File: src/sv/krcs_pkg.sv
// Shared types and constants for the Korean charset detector.
package krcs_pkg;

    localparam int MAX_RUN_BYTES = 4096;
    localparam int CNT_W         = 13;
    localparam int SCORE_W       = 14;

    localparam logic [CNT_W-1:0] RUN_LIMIT      = CNT_W'(MAX_RUN_BYTES);
    localparam logic [CNT_W-1:0] RUN_LAST_INDEX = CNT_W'(MAX_RUN_BYTES - 1);

    typedef enum logic [2:0] {
        ENC_UNKNOWN = 3'd0,
        ENC_ASCII   = 3'd1,
        ENC_UTF8    = 3'd2,
        ENC_CP949   = 3'd3,
        ENC_JOHAB   = 3'd4,
        ENC_CP437   = 3'd5
    } enc_code_t;

    // Per-byte control shared by all scorers
    typedef struct packed {
        logic step;        // byte is inside the run limit and gets scored
        logic clear;       // run ends with this transaction
        logic final_byte;  // last scored byte: no lookahead after it
    } feed_ctrl_t;

    typedef struct packed {
        logic             failed;
        logic [CNT_W-1:0] total;
    } utf8_stat_t;

endpackage

File: src/sv/krcs_utf8.sv
// UTF-8 well-formedness scorer.
module krcs_utf8 (
    input  logic                 aclk,
    input  logic                 aresetn,
    input  krcs_pkg::feed_ctrl_t ctrl,
    input  logic [7:0]           data_byte,
    output krcs_pkg::utf8_stat_t score_next
);
    import krcs_pkg::*;

    logic [CNT_W-1:0] total_reg,     total_next;
    logic             failed_reg,    failed_next;
    logic [1:0]       remaining_reg, remaining_next;
    logic [1:0]       seq_len_reg,   seq_len_next;
    logic             seq_bad_reg,   seq_bad_next;
    logic             cont_bad;

    always_comb begin
        total_next     = total_reg;
        failed_next    = failed_reg;
        remaining_next = remaining_reg;
        seq_len_next   = seq_len_reg;
        seq_bad_next   = seq_bad_reg;
        cont_bad       = seq_bad_reg | (data_byte[7:6] != 2'b10);
        if (ctrl.step && !failed_reg) begin
            if (remaining_reg != 2'd0) begin
                remaining_next = remaining_reg - 2'd1;
                seq_bad_next   = cont_bad;
                if (remaining_reg == 2'd1) begin
                    // close the sequence
                    if (cont_bad) begin
                        failed_next = 1'b1;
                    end else begin
                        total_next = total_reg + CNT_W'(seq_len_reg) + CNT_W'(1);
                    end
                    seq_bad_next = 1'b0;
                    seq_len_next = 2'd0;
                end
            end else if (data_byte[7]) begin
                priority if (data_byte[7:5] == 3'b110) begin
                    seq_len_next   = 2'd1;
                    remaining_next = 2'd1;
                    seq_bad_next   = 1'b0;
                end else if (data_byte[7:4] == 4'b1110) begin
                    seq_len_next   = 2'd2;
                    remaining_next = 2'd2;
                    seq_bad_next   = 1'b0;
                end else if (data_byte[7:3] == 5'b11110) begin
                    seq_len_next   = 2'd3;
                    remaining_next = 2'd3;
                    seq_bad_next   = 1'b0;
                end else begin
                    failed_next = 1'b1;
                end
            end
        end
    end

    always_ff @(posedge aclk) begin
        if (!aresetn || ctrl.clear) begin
            total_reg     <= '0;
            failed_reg    <= 1'b0;
            remaining_reg <= 2'd0;
            seq_len_reg   <= 2'd0;
            seq_bad_reg   <= 1'b0;
        end else begin
            total_reg     <= total_next;
            failed_reg    <= failed_next;
            remaining_reg <= remaining_next;
            seq_len_reg   <= seq_len_next;
            seq_bad_reg   <= seq_bad_next;
        end
    end

    assign score_next.failed = failed_next;
    assign score_next.total  = total_next;

endmodule

File: src/sv/krcs_pair.sv
// Double-byte pair scorer for CP949 or JOHAB lead/trail ranges.
module krcs_pair (
    input  logic                               aclk,
    input  logic                               aresetn,
    input  logic                               johab_mode,
    input  krcs_pkg::feed_ctrl_t               ctrl,
    input  logic [7:0]                         data_byte,
    output logic signed [krcs_pkg::SCORE_W-1:0] score_next
);
    import krcs_pkg::*;

    logic signed [SCORE_W-1:0] score_reg;
    logic                      pending_reg, pending_next;
    logic signed [2:0]         delta;
    logic                      trail_hit;
    logic                      lead_ok;
    logic                      cp949_trail;
    logic                      johab_trail;

    always_comb begin
        cp949_trail = (data_byte >= 8'h41 && data_byte <= 8'h5A) ||
                      (data_byte >= 8'h61 && data_byte <= 8'h7A) ||
                      (data_byte >= 8'h81 && data_byte <= 8'hFE);
        johab_trail = (data_byte >= 8'h41 && data_byte <= 8'h7E) ||
                      (data_byte >= 8'h81 && data_byte <= 8'hFE);
        trail_hit   = johab_mode ? johab_trail : cp949_trail;
        lead_ok     = johab_mode ? (data_byte >= 8'h84 && data_byte <= 8'hD3)
                                 : (data_byte >= 8'h81 && data_byte <= 8'hFE);
    end

    always_comb begin
        delta        = 3'sd0;
        pending_next = pending_reg;
        if (ctrl.step) begin
            pending_next = 1'b0;
            if (pending_reg && trail_hit) begin
                delta = 3'sd2;
            end else begin
                // a failed trail is retried as a lead
                if (pending_reg) begin
                    delta = -3'sd1;
                end
                if (!ctrl.final_byte && data_byte[7]) begin
                    if (lead_ok) begin
                        pending_next = 1'b1;
                    end else begin
                        delta = delta - 3'sd1;
                    end
                end
            end
        end
        score_next = score_reg + {{(SCORE_W-3){delta[2]}}, delta};
    end

    always_ff @(posedge aclk) begin
        if (!aresetn || ctrl.clear) begin
            score_reg   <= '0;
            pending_reg <= 1'b0;
        end else begin
            score_reg   <= score_next;
            pending_reg <= pending_next;
        end
    end

endmodule

File: src/sv/krcs_decide.sv
// Encoding decision from the final scores of a run.
module krcs_decide (
    input  krcs_pkg::utf8_stat_t                utf8_stat,
    input  logic signed [krcs_pkg::SCORE_W-1:0] cp949_sum,
    input  logic signed [krcs_pkg::SCORE_W-1:0] johab_sum,
    input  logic [krcs_pkg::CNT_W-1:0]          high_count,
    output krcs_pkg::enc_code_t                 encoding_code
);
    import krcs_pkg::*;

    logic signed [SCORE_W-1:0] half;
    logic                      cp_wins;
    logic                      jo_wins;

    always_comb begin
        half    = {{(SCORE_W-CNT_W+1){1'b0}}, high_count[CNT_W-1:1]};
        cp_wins = (cp949_sum > 0) && (cp949_sum > half) && (cp949_sum >= johab_sum);
        jo_wins = (johab_sum > 0) && (johab_sum > half) && (johab_sum > cp949_sum);
        priority if (!utf8_stat.failed && high_count == '0) begin
            encoding_code = ENC_ASCII;
        end else if (!utf8_stat.failed && utf8_stat.total != '0) begin
            encoding_code = ENC_UTF8;
        end else if (cp_wins) begin
            encoding_code = ENC_CP949;
        end else if (jo_wins) begin
            encoding_code = ENC_JOHAB;
        end else begin
            encoding_code = ENC_CP437;
        end
    end

endmodule

File: src/sv/korean_charset_detector.sv
// Top level of the Korean charset detector: byte stream in, one verdict per run out.
//
// Feed a run one byte per transaction on the s_ side; tlast marks the run's last byte.
// The block takes one byte every clock while s_tready is high. The UTF-8, CP949 and
// JOHAB scorers and the high-byte counter all update in the same cycle the byte is
// accepted; a run's verdict goes into a single output register as its last byte is
// accepted. s_tready drops only while that register holds an untaken verdict.
// Only the first 4096 bytes of a run are scored; later bytes set the overflow flag.
module korean_charset_detector (
    input  logic        aclk,
    input  logic        aresetn,
    input  logic        s_tvalid,
    output logic        s_tready,
    input  logic [7:0]  s_tdata,   // [7:0] data_byte
    input  logic        s_tlast,   // last_byte
    output logic        m_tvalid,
    input  logic        m_tready,
    output logic [63:0] m_tdata,   // [2:0] encoding_code, [16:3] utf8_result,
                                   // [30:17] cp949_result, [44:31] johab_result,
                                   // [57:45] high_byte_total, [63:58] zero
    output logic        m_tuser    // overflow_flag
);
    import krcs_pkg::*;

    logic                      s_accept;
    logic                      in_range;
    feed_ctrl_t                ctrl;
    logic [CNT_W-1:0]          byte_count_reg, byte_count_next;
    logic [CNT_W-1:0]          high_count_reg, high_count_next;
    logic                      overflow_reg,   overflow_next;
    utf8_stat_t                utf8_stat;
    logic signed [SCORE_W-1:0] cp949_sum;
    logic signed [SCORE_W-1:0] johab_sum;
    logic signed [SCORE_W-1:0] utf8_result;
    enc_code_t                 encoding_code;
    logic                      m_valid_reg;
    logic [63:0]               m_tdata_reg, m_tdata_next;
    logic                      m_tuser_reg;

    assign s_tready = !m_valid_reg || m_tready;
    assign s_accept = s_tvalid && s_tready;
    assign in_range = byte_count_reg < RUN_LIMIT;

    always_comb begin
        ctrl.step       = s_accept && in_range;
        ctrl.clear      = s_accept && s_tlast;
        ctrl.final_byte = s_tlast || (byte_count_reg == RUN_LAST_INDEX);
        byte_count_next = byte_count_reg + CNT_W'(ctrl.step);
        high_count_next = high_count_reg + CNT_W'(ctrl.step && s_tdata[7]);
        overflow_next   = overflow_reg | (s_accept && !in_range);
    end

    krcs_utf8 u_utf8 (
        .aclk       (aclk),
        .aresetn    (aresetn),
        .ctrl       (ctrl),
        .data_byte  (s_tdata),
        .score_next (utf8_stat)
    );

    krcs_pair u_cp949 (
        .aclk       (aclk),
        .aresetn    (aresetn),
        .johab_mode (1'b0),
        .ctrl       (ctrl),
        .data_byte  (s_tdata),
        .score_next (cp949_sum)
    );

    krcs_pair u_johab (
        .aclk       (aclk),
        .aresetn    (aresetn),
        .johab_mode (1'b1),
        .ctrl       (ctrl),
        .data_byte  (s_tdata),
        .score_next (johab_sum)
    );

    krcs_decide u_decide (
        .utf8_stat     (utf8_stat),
        .cp949_sum     (cp949_sum),
        .johab_sum     (johab_sum),
        .high_count    (high_count_next),
        .encoding_code (encoding_code)
    );

    always_comb begin
        utf8_result  = utf8_stat.failed ? -SCORE_W'(1)
                                        : {{(SCORE_W-CNT_W){1'b0}}, utf8_stat.total};
        m_tdata_next = {6'd0, high_count_next, johab_sum, cp949_sum,
                        utf8_result, encoding_code};
    end

    // run counters: restart after the last byte
    always_ff @(posedge aclk) begin
        if (!aresetn || ctrl.clear) begin
            byte_count_reg <= '0;
            high_count_reg <= '0;
            overflow_reg   <= 1'b0;
        end else begin
            byte_count_reg <= byte_count_next;
            high_count_reg <= high_count_next;
            overflow_reg   <= overflow_next;
        end
    end

    always_ff @(posedge aclk) begin
        if (!aresetn) begin
            m_valid_reg <= 1'b0;
        end else if (ctrl.clear) begin
            m_valid_reg <= 1'b1;
        end else if (m_tready) begin
            m_valid_reg <= 1'b0;
        end
    end

    always_ff @(posedge aclk) begin
        if (ctrl.clear) begin
            m_tdata_reg <= m_tdata_next;
            m_tuser_reg <= overflow_next;
        end
    end

    assign m_tvalid = m_valid_reg;
    assign m_tdata  = m_tdata_reg;
    assign m_tuser  = m_tuser_reg;

endmodule
File: config.mk
export PLATFORM = sky130hd
export DESIGN_NAME = korean_charset_detector
export DESIGN_NICKNAME = d
export VERILOG_FILES = /design/src/sv/krcs_pkg.sv /design/src/sv/krcs_utf8.sv /design/src/sv/krcs_pair.sv /design/src/sv/krcs_decide.sv /design/src/sv/korean_charset_detector.sv
export SDC_FILE = /design/constraint.sdc
export NUM_CORES = 1
export LEC_CHECK = 0
export BUFFER_PORTS_ARGS = -buffer_cell sky130_fd_sc_hd__buf_2
export CAP_MARGIN = 5
export CELL_PAD_IN_SITES_DETAIL_PLACEMENT = 1
export CELL_PAD_IN_SITES_GLOBAL_PLACEMENT = 2
export CORE_MARGIN = 8
export CORE_UTILIZATION = 35
export DETAILED_ROUTE_END_ITERATION = 7
export PLACE_DENSITY = 0.78
export SLEW_MARGIN = 5
export SYNTH_ARGS = -nofsm -noshare
export SYNTH_HDL_FRONTEND = slang
export SYNTH_SLANG_ARGS = --single-unit
File: constraint.sdc
create_clock -name aclk -period 8.1 [get_ports aclk]
set_input_delay 0.405 -clock aclk [delete_from_list [all_inputs] [get_ports aclk]]
set_output_delay 0.405 -clock aclk [all_outputs]
set_load 0.03 [all_outputs]
==> impl_metrics.env, run 1 <==
export IMPL_outcome="finished, final reports clean"
export IMPL_numCtsBuffers=17
export IMPL_drt_iter0_drc=248
export IMPL_powerDensity_mw_per_mm2=209
export IMPL_synthDominantCellAreaShare_pct=23.3
export IMPL_clock_latency_ns=0.43
export IMPL_die_w_microns=163
export IMPL_layout_nets=946
export IMPL_antenna_found_initial=0
export IMPL_timing_final_crit_share_pct=75.5
export IMPL_ir_worst_vdd_mv=0.135
export IMPL_post_route_cells_drive_above_1_share_pct=15.0
export IMPL_cp_data_required_time_ns=8.25
export IMPL_fin_cells=1152
export IMPL_grt_pass1_wl_mm=33.3
export IMPL_yosysSeqAreaShare_pct=43.6
export IMPL_routed_wl_met3_microns=893
export IMPL_wl_per_cell_microns=18.1
export IMPL_vias_per_cell=5.16
export IMPL_cts_resized=0
export IMPL_vias=5943
export IMPL_finalCriticalPeriod_ns=6.11
export IMPL_boundaryPins=80
export IMPL_start_kind="flop"
export IMPL_report_final_setup_viol=0
export IMPL_yosys_top_cells_area="edfxtp_1 (23%), dfxtp_1 (20%), ha_1 (12%)"
export IMPL_synth_most_common_cell="nor2_1"
export IMPL_finalSetupTns_ns=0
export IMPL_hold_viol_final=0
export IMPL_place_hpwl_mm=15.4
export IMPL_dp_cells=1120
export IMPL_post_route_util_pct=40.7
export IMPL_ys_warn_count=0
export IMPL_postSynthCellCount=786
export IMPL_fmax_mhz=164
export IMPL_crit_type="flop to flop"
export IMPL_met2RoutedLength_mm=9.09
export IMPL_routed_wl_mm=20.8
export IMPL_dr_pass1_iters=4
export IMPL_clock_skew_ns=0.00984
export IMPL_cts_tree="done"
export IMPL_slew_headroom_pct=29.9
export IMPL_fp_dieH_microns=163
export IMPL_port_buffer_count=73
export IMPL_max_cap_viol_count=0
export IMPL_initial_core_util_pct=35.2
export IMPL_grt_pass1_vias=6196
export IMPL_slew_violations=0
export IMPL_gr_total_overflow=0
export IMPL_h_tree_depth=4
export IMPL_cts_sinks=136
export IMPL_antenna_left=0
export IMPL_clkTransAtPathRegs_ns=0.06
export IMPL_top_layer="met4"
export IMPL_rsz0062_at_grt="false"
export IMPL_area_delta_synth_final_pct=15.6
export IMPL_cts_hold_buf=0
export IMPL_ys_flop_type="dfxtp_1"
export IMPL_cts_setup_buffers=0
export IMPL_rows=54
export IMPL_largest_register_ffs=58
export IMPL_num_antenna_cells=0
export IMPL_syn_area_sq_mm=0.00759
export IMPL_ys_top_cells_by_count="nor2_1 (95), dfxtp_1 (77), ha_1 (71)"
export IMPL_critPathMaxFanout=12
export IMPL_drc=0
export IMPL_cts_root_buf="clkbuf_16"
export IMPL_tightest_slew_ns=1.05
export IMPL_syn_avg_cell_area_sq_um=9.66
export IMPL_yosys_area_top_type="edfxtp_1"
export IMPL_ys_ff_latch=136
export IMPL_cp_data_arrival_time_ns=6.27
export IMPL_cts_path_max_buffers=2
export IMPL_synth_cell_types=72
export IMPL_core_area_sq_mm=0.0216
export IMPL_grt_use_total_pct=16.0
export IMPL_die_area_sq_mm=0.0267
export IMPL_endpoint_kind="flop"
export IMPL_wl_met1_mm=10.5
export IMPL_grt_max_degree=60
export IMPL_synth_edf_count=59
export IMPL_gp_congestion=0.821
export IMPL_leakagePower_nw=3.85
export IMPL_hp_class="input port to flop"
export IMPL_async_flop_share_pct=0
==> layer usage <==
metal / vias up / track usage [%]
li1: 2926 / -
met1: 2896 / 22.2
met2: 100 / 24.5
met3: 21 / 3.50
met4: 0 / 4.67
met5: - / 0
==> stage by stage <==
stage	hold WS (ns)	power (mW)	area (sq um)	setup slack, ns
after global placement	0.481	1.09	8220	1.77
after floorplan	0.455	1.00	7610	2.31
after detailed placement	0.481	1.10	8220	1.68
final	0.344	1.83	8780	1.99
after CTS	0.328	1.86	8780	2.03
after global routing	0.342	1.92	8780	1.43
==> final cells by class <==
| class | count | area [sq um] |
|---|---|---|
| fillers | 2473 | 12800 |
| multi-input cells | 570 | 3940 |
| flip-flops and latches | 136 | 3310 |
| clock buffers | 18 | 429 |
| repair buffers | 78 | 403 |
| well taps | 280 | 350 |
| inverters | 56 | 210 |
| clock inverters | 14 | 134 |
==> where the power goes <==
part	switching, mW	leakage (nW)	internal [mW]
Sequential	0.0104	1.18	0.750
Clock	0.305	0.275	0.449
Combinational	0.210	2.40	0.110
==> cell usage in the layout, fill, tap and decap left out, drive strengths merged, types with 6 or more instances in the layout <==
| cell | n |
|---|---|
| nand4 | 21 |
| o31ai | 6 |
| dfxtp | 77 |
| ha | 71 |
| nand2 | 56 |
| buf | 78 |
| o21a | 6 |
| clkbuf | 18 |
| a21oi | 43 |
| nor2 | 95 |
| xor2 | 26 |
| xnor2 | 36 |
| edfxtp | 59 |
| nor3 | 11 |
| and3 | 21 |
| and2 | 10 |
| a21o | 15 |
| or3 | 6 |
| nand3 | 24 |
| clkinv | 9 |
| conb | 6 |
| nor4 | 7 |
| a211oi | 11 |
| inv | 57 |
| o21ai | 27 |
==> path summary, 6_finish.rpt <==
kind	cells past startpoint	slack [ns]	startpoint	to
max	21	1.99	byte_count_reg[7]	m_tdata[0]
min	2	0.34	aresetn	m_tvalid
max reg2reg	21	1.99	byte_count_reg[7]	m_tdata[0]
min reg2reg	2	0.50	u_cp949.pending_reg	u_cp949.pending_reg
==> worst max-delay path, cell delays in order, from the launching register on <==
cell	delay [ns]
dfxtp_1	0.40
nand4_1	0.17
or4_1	0.63
nand3_1	0.14
o21ai_1	0.09
nor2_1	0.80
ha_1	0.45
and2_1	0.19
and4_1	0.20
a221oi_1	0.41
o21bai_1	0.11
a21oi_1	0.21
o21ai_0	0.15
xnor2_1	0.31
inv_1	0.11
ha_1	0.35
nand3_1	0.11
nor3_1	0.32
o31ai_1	0.13
o21ai_0	0.29
or2_2	0.17
a41oi_1	0.10
==> logic make-up after synthesis <==
| kind of cell | count (synthesis) | share of synthesized area, % |
|---|---|---|
| xor+xnor | 62 | 7.50 |
| flops | 136 | 43.6 |
| fa+ha+maj | 74 | 12.5 |
| simple gates | 282 | 18.5 |
| other cells | 1 | 0.0494 |
| compound gates | 142 | 12.5 |
| buf+inv | 85 | 4.75 |
| mux | 4 | 0.544 |
No activity file was read; power rests on OpenSTA's default activity.
==> run 2: changes to the inputs <==
--- a/config.mk
+++ b/config.mk
@@ -5,14 +5,15 @@
 export SDC_FILE = /design/constraint.sdc
 export NUM_CORES = 1
 export LEC_CHECK = 0
+export ABC_AREA = 1
 export BUFFER_PORTS_ARGS = -buffer_cell sky130_fd_sc_hd__buf_2
 export CAP_MARGIN = 5
 export CELL_PAD_IN_SITES_DETAIL_PLACEMENT = 1
 export CELL_PAD_IN_SITES_GLOBAL_PLACEMENT = 2
 export CORE_MARGIN = 8
-export CORE_UTILIZATION = 35
+export CORE_UTILIZATION = 32
 export DETAILED_ROUTE_END_ITERATION = 7
-export PLACE_DENSITY = 0.78
+export PLACE_DENSITY = 0.79
 export SLEW_MARGIN = 5
 export SYNTH_ARGS = -nofsm -noshare
 export SYNTH_HDL_FRONTEND = slang
==> constraint.sdc (replaced) <==
create_clock -name aclk -period 5.1 [get_ports aclk]
set_input_delay 0.255 -clock aclk [delete_from_list [all_inputs] [get_ports aclk]]
set_output_delay 0.255 -clock aclk [all_outputs]
set_load 0.03 [all_outputs]
==> run 2 against run 1 <==
Compared with the run above:
- critical path depth is 9 higher
- combinational power is 76% higher
- via count is 5.3% higher
- clock skew is 0.0031 ns higher
- setup slack worse by 1.5 ns
- worst hold slack worse by 0.31 ns
- power is 67% higher
- largest cell class unchanged
- highest routed layer unchanged
==> impl_metrics.env, run 2 <==
export IMPL_async_flop_share_pct=0
export IMPL_slew_violations=0
export IMPL_grt_pass1_wl_mm=34.1
export IMPL_clock_skew_ns=0.0130
export IMPL_fmax_mhz=215
export IMPL_r2r_end="m_tdata[2]"
export IMPL_yosys_area_top_type="edfxtp_1"
export IMPL_ys_top_cells_by_count="nand2_1 (172), inv_1 (148), nor2_1 (124)"
export IMPL_p_sw_mw=0.914
export IMPL_yosys_top_cells_area="edfxtp_1 (23%), dfxtp_1 (20%), ha_1 (12%)"
export IMPL_core_area_sq_mm=0.0235
export IMPL_num_antenna_cells=0
export IMPL_r2r_cells=30
export IMPL_cp_data_required_time_ns=5.28
export IMPL_cts_root_buf="clkbuf_16"
export IMPL_hp_class="input port to flop"
export IMPL_layout_common_cells="nand2_1 (171), inv_1 (148), nor2_1 (123)"
export IMPL_crit_type="flop to flop"
export IMPL_internal_power_mw=2.15
export IMPL_cts_sinks=136
export IMPL_vias=6257
export IMPL_rows=56
export IMPL_critPathBufInv=6
export IMPL_critPathMaxFanout=9
export IMPL_outcome="finished, final reports clean"
export IMPL_drt_iter0_drc=237
export IMPL_gp_congestion=0.796
export IMPL_antenna_found_initial=0
export IMPL_layout_commonest_cell="nand2_1"
export IMPL_boundaryPins=80
export IMPL_powerDensity_mw_per_mm2=335
export IMPL_report_final_setup_viol=0
export IMPL_slew_headroom_pct=42.3
export IMPL_h_tree_depth=4
export IMPL_cp_slowest_stage_delay_ns=0.40
export IMPL_drc=0
export IMPL_ir_worst_vdd_mv=0.167
export IMPL_finalSetupTns_ns=0
export IMPL_largest_register_ffs=58
export IMPL_synth_most_common_cell="nand2_1"
export IMPL_die_w_microns=171
export IMPL_numCtsBuffers=17
export IMPL_holdPathEnd="m_tvalid"
export IMPL_vias_per_cell=4.63
export IMPL_postSynthCellCount=922
export IMPL_tightest_slew_ns=0.865
export IMPL_clock_power_share_pct=42.2
export IMPL_ys_ff_latch=136
export IMPL_synth_cell_types=53
export IMPL_port_buffer_count=73
export IMPL_post_place_ws_ns=0.0754
export IMPL_synthDominantCellAreaShare_pct=23.0
export IMPL_max_cap_viol_count=0
export IMPL_cp_slowest_cell="xor2_1"
export IMPL_clkTransAtPathRegs_ns=0.07
export IMPL_syn_area_sq_mm=0.00769
export IMPL_total_power_mw=3.07
export IMPL_timing_hold_ws_ns=0.0364
export IMPL_ys_flop_type="dfxtp_1"
export IMPL_finalCriticalPeriod_ns=4.65
export IMPL_r2r_slack_ns=0.45
export IMPL_hold_viol_final=0
export IMPL_timing_rr_start="byte_count_reg[10]"
export IMPL_combPwrFrac_pct=18.3
export IMPL_fp_dieH_microns=171
export IMPL_cts_path_max_buffers=2
export IMPL_switching_share_pct=29.8
export IMPL_hold_depth=3
export IMPL_grt_use_total_pct=14.8
export IMPL_antenna_left=0
export IMPL_grt_max_degree=68
export IMPL_place_hpwl_mm=16.1
export IMPL_start_kind="flop"
export IMPL_routed_wl_mm=20.8
export IMPL_cp_data_arrival_time_ns=4.83
export IMPL_endpoint_kind="flop"
export IMPL_timing_final_ws_setup_ns=0.447
export IMPL_die_area_sq_mm=0.0292
export IMPL_synth_edf_count=59
export IMPL_syn_avg_cell_area_sq_um=8.34
export IMPL_fin_cells=1350
export IMPL_p_seq_share_pct=39.4
export IMPL_dp_cells=1317
export IMPL_path_delay_family="simple AND/OR/NAND/NOR gates"
export IMPL_min_from="aresetn"
export IMPL_timing_final_crit_share_pct=91.2
export IMPL_dr_pass1_iters=5
export IMPL_rsz0062_at_grt="false"
export IMPL_cp_common_cell="nand2_1"
export IMPL_area_delta_synth_final_pct=19.0
export IMPL_wl_per_cell_microns=15.4
export IMPL_cts_tree="done"
export IMPL_grt_pass1_vias=6651
export IMPL_layout_nets=1105
export IMPL_post_route_cells_drive_above_1_share_pct=15.0
export IMPL_clock_latency_ns=0.43
export IMPL_leakagePower_nw=4.51
export IMPL_initial_core_util_pct=32.7
export IMPL_gr_total_overflow=0
export IMPL_yosysSeqAreaShare_pct=43.1
export IMPL_final_fill_count=2886
export IMPL_ys_warn_count=0
-- run 2: changes by cell type in the layout (fill, tap and decap cells not counted), moves of 11 or more --
cell / before / now
a21o_1: 14 / 3
and3_1: 20 / 2
nor2_1: 95 / 123
nand2_1: 55 / 171
xnor2_1: 34 / 6
nand3_1: 24 / 51
inv_1: 55 / 148
-- run 2: area by class of cell --
class | instances | area [sq um] | share of cell area, %
Clock buffer | 17 | 425 | 4.65
Clock inverter | 15 | 188 | 2.05
Inverter | 152 | 571 | 6.24
Multi-Input combinational cell | 624 | 3770 | 41.2
Sequential cell | 136 | 3310 | 36.2
Tap cell | 319 | 399 | 4.36
Timing Repair Buffer | 87 | 483 | 5.28
-- run 2: what timing repair did --
action | in CTS | in global routing
setup buffers | 0 | 1
endpoints found under the hold margin | 0 | 0
gates resized for setup | 0 | 3
hold buffers | 0 | 0
endpoints found under the setup margin | 0 | 3
-- run 2: tightest hold or removal path: stages --
cell and delay [ns]:
buf_2 0.09, nand2_1 0.05, inv_1 0.04
-- run 2: how the worst max path moves through the flow --
stage | start | end | slack [ns] | cells after the start
after global routing | byte_count_reg[10] | m_tdata[2] | 0.01 | 27
after CTS | byte_count_reg[12] | m_tdata[2] | 0.10 | 29
final | byte_count_reg[10] | m_tdata[2] | 0.45 | 30
after floorplan | m_tvalid | high_count_reg[10] | 0.70 | 8
after detailed placement | s_tdata[5] | m_tdata[2] | 0.08 | 29
after global placement | s_tdata[5] | m_tdata[2] | 0.07 | 29
-- run 2: stage by stage --
step | instance area, sq um | util [%]
2_1_floorplan | 7710 | -
3_3_place_gp | 8500 | 36.1
3_5_place_dp | 8500 | 36.1
4_1_cts | 9110 | 38.7
5_1_grt | 9150 | 38.9
6_report | 9150 | 38.9
-- run 2: cell families (layout without fill, tap and decap cells) --
family	Yosys count	after routing	share of synthesized area [%]
compound gates	99	99	7.75
xor+xnor	36	36	4.38
fa+ha+maj	74	74	12.3
buf+inv	167	271	8.49
flops	136	136	43.1
mux	1	1	0.130
other cells	1	6	0.0488
simple gates	408	408	23.8
-- run 2: power by group through the flow --
stage,clock (mW),combinational (mW),sequential [mW]
final,1.30,0.562,1.21
after detailed placement,0,0.563,1.23
after CTS,1.33,0.568,1.21
after floorplan,0,0.335,1.29
after global placement,0,0.553,1.23
after global routing,1.37,0.634,1.21
-- run 2: routing by layer --
metal  vias up  part of all wire (%)  track usage, %
met5         -                     0               0
met4         0                   1.0            4.88
met3        16                   4.0            2.67
met2        94                    49            25.6
met1      2960                    46            18.4
li1       3187                     -               -
==> run 3: changes to the inputs <==
--- a/config.mk
+++ b/config.mk
@@ -5,16 +5,14 @@
 export SDC_FILE = /design/constraint.sdc
 export NUM_CORES = 1
 export LEC_CHECK = 0
-export ABC_AREA = 1
 export BUFFER_PORTS_ARGS = -buffer_cell sky130_fd_sc_hd__buf_2
 export CAP_MARGIN = 5
 export CELL_PAD_IN_SITES_DETAIL_PLACEMENT = 1
 export CELL_PAD_IN_SITES_GLOBAL_PLACEMENT = 2
 export CORE_MARGIN = 8
-export CORE_UTILIZATION = 32
+export CORE_UTILIZATION = 34
 export DETAILED_ROUTE_END_ITERATION = 7
 export PLACE_DENSITY = 0.79
-export SLEW_MARGIN = 5
 export SYNTH_ARGS = -nofsm -noshare
 export SYNTH_HDL_FRONTEND = slang
 export SYNTH_SLANG_ARGS = --single-unit
==> run 3 against run 2 <==
Compared with the run above:
- critical endpoint is now m_tdata[0]
- power fell by 0.60%
- largest power group is now sequential cells
- critical path type is now input port to flop
- setup slack got worse by 0.35 ns
- combinational power rose by 15%
==> impl_metrics.env, run 3 (synthesis gave the netlist of run 1 again) <==
export IMPL_r2r_cells=22
export IMPL_drc=0
export IMPL_combPwrFrac_pct=21.3
export IMPL_largest_register_ffs=58
export IMPL_clock_latency_ns=0.43
export IMPL_grt_max_degree=45
export IMPL_hold_depth=2
export IMPL_slew_violations=0
export IMPL_dr_pass1_iters=5
export IMPL_die_area_sq_mm=0.0274
export IMPL_r2r_end="m_tdata[0]"
export IMPL_grt_pass1_vias=6763
export IMPL_wl_per_cell_microns=17.7
export IMPL_p_seq_share_pct=39.6
export IMPL_post_dp_cell_area_sq_mm=0.00918
export IMPL_r2r_slack_ns=0.14
export IMPL_crit_type="input port to flop"
export IMPL_clkTransAtPathRegs_ns=0.06
export IMPL_hp_class="input port to flop"
export IMPL_initial_core_util_pct=34.7
export IMPL_internal_power_mw=2.15
export IMPL_leakagePower_nw=4.52
export IMPL_outcome="finished, final reports clean"
export IMPL_drt_iter0_drc=280
export IMPL_hold_viol_final=0
export IMPL_timing_final_crit_share_pct=98.0
export IMPL_min_from="aresetn"
export IMPL_routed_wl_mm=22.5
export IMPL_switching_share_pct=29.6
export IMPL_vias=6436
export IMPL_cts_tree="done"
export IMPL_layout_commonest_cell="buf_4"
export IMPL_clock_skew_ns=0.00735
export IMPL_fin_area_sq_mm=0.0101
export IMPL_die_w_microns=165
export IMPL_post_route_cells_drive_above_1_share_pct=30.3
export IMPL_endpoint_kind="flop"
export IMPL_cp_data_required_time_ns=5.25
export IMPL_grt_pass1_wl_mm=36.1
export IMPL_gp_congestion=0.837
export IMPL_start_kind="input port"
export IMPL_grtUsageMet3_pct=3.25
export IMPL_numCtsBuffers=17
export IMPL_report_final_setup_viol=0
export IMPL_finalCriticalPeriod_ns=5.00
export IMPL_grt_use_total_pct=16.9
export IMPL_slew_headroom_pct=49.0
export IMPL_startpoint="s_tdata[4]"
export IMPL_cts_hold_buf=0
export IMPL_holdPathEnd="m_tvalid"
export IMPL_num_antenna_cells=0
export IMPL_tightest_slew_ns=0.760
export IMPL_layout_common_cells="buf_4 (125), nor2_1 (92), dfxtp_1 (74)"
export IMPL_rsz0062_at_grt="true"
export IMPL_ir_worst_vdd_mv=0.235
export IMPL_timing_final_ws_setup_ns=0.102
export IMPL_place_hpwl_mm=17.0
export IMPL_post_place_ws_ns=-0.354
export IMPL_use_met1_pct=22.1
export IMPL_antenna_found_initial=0
export IMPL_fmax_mhz=200
export IMPL_gr_total_overflow=0
export IMPL_area_delta_synth_final_pct=32.5
export IMPL_p_sw_mw=0.904
export IMPL_grtUsageMet2_pct=27.9
export IMPL_max_cap_viol_count=0
export IMPL_vias_per_cell=5.05
export IMPL_h_tree_depth=4
export IMPL_rows=54
export IMPL_cp_data_arrival_time_ns=5.15
export IMPL_cts_path_max_buffers=2
export IMPL_critPathMaxFanout=3
export IMPL_powerDensity_mw_per_mm2=303
export IMPL_core_area_sq_mm=0.0219
export IMPL_clock_power_share_pct=39.1
export IMPL_busiest_layer="met2"
export IMPL_cts_sinks=136
export IMPL_layout_nets=1068
export IMPL_boundaryPins=80
export IMPL_timing_rr_start="byte_count_reg[6]"
export IMPL_antenna_left=0
export IMPL_fp_dieH_microns=165
export IMPL_cts_root_buf="clkbuf_16"
export IMPL_port_buffer_count=73
==> run 3: changes by cell type in the layout (fill, tap and decap cells not counted), sizes merged, moves of 30 or more <==
cell | before | now
buf | 87 | 200
inv | 158 | 58
nand2 | 180 | 56
nand3 | 56 | 24
nor2 | 130 | 95
xnor2 | 6 | 36
==> run 3: area by class of cell <==
type	instances	area [sq um]
inverters	56	210
well taps	280	350
multi-input cells	570	4270
clock buffers	18	439
clock inverters	14	126
repair buffers	200	1350
flip-flops and latches	136	3320
fillers	2543	11800
==> run 3: what timing repair did <==
item	CTS	global route
setup endpoints to repair	3	3
setup buffers	1	9
pin swaps	1	23
resized for setup	5	45
==> run 3: metrics by stage <==
| stage | utilization (%) | total power [mW] | instances | hold WS [ns] | TNS (ns) |
|---|---|---|---|---|---|
| 6_report | 45.9 | 3.05 | 1274 | 0.173 | 0 |
| 4_1_cts | 44.7 | 3.04 | 1265 | 0.160 | 0 |
| 5_1_grt | 45.9 | 3.18 | 1274 | 0.175 | -0.248 |
| 3_3_place_gp | 41.9 | 1.82 | 1232 | 0.483 | -0.783 |
| 3_5_place_dp | 41.9 | 1.84 | 1232 | 0.488 | -1.04 |
| 2_1_floorplan | - | 1.61 | 791 | 0.455 | -0.0149 |
==> run 3: critical path, stage by stage <==
cell and delay (ns):
buf_6 0.09, or4_4 0.53, or4_4 0.43, and3_4 0.18, ha_4 0.15, nand3b_1 0.21, o31a_1 0.14, a21oi_1 0.16
buf_4 0.16, ha_4 0.20, a211oi_4 0.23, o21bai_4 0.12, a2111oi_4 0.45, o31ai_2 0.13, a31o_2 0.30, xnor2_4 0.18
inv_2 0.07, ha_4 0.29, nand3_4 0.09, nor3_4 0.22, o31ai_2 0.09, o21ai_1 0.21, or2_4 0.16, a41oi_2 0.11
==> run 3: worst max path at each step <==
| stage | cells past startpoint | slack, ns | endpoint |
|---|---|---|---|
| after floorplan | 21 | -0.01 | m_tdata[0] |
| after global placement | 24 | -0.28 | m_tdata[0] |
| after detailed placement | 24 | -0.35 | m_tdata[0] |
| after CTS | 23 | 0.05 | m_tdata[0] |
| after global routing | 23 | -0.11 | m_tdata[0] |
| final | 24 | 0.10 | m_tdata[0] |
==> run 3: per-layer routing <==
layer	wire length [microns]	vias to the layer above
li1	-	3180
met1	10500	3122
met2	10800	105
met3	846	29
met4	314	0
met5	0	-
==> run 3: power groups by stage <==
stage | combinational (mW) | clock, mW | sequential (mW)
final | 0.648 | 1.19 | 1.21
after global routing | 0.714 | 1.26 | 1.21
after CTS | 0.613 | 1.22 | 1.21
after detailed placement | 0.604 | 0 | 1.23
after global placement | 0.591 | 0 | 1.23
after floorplan | 0.329 | 0 | 1.28
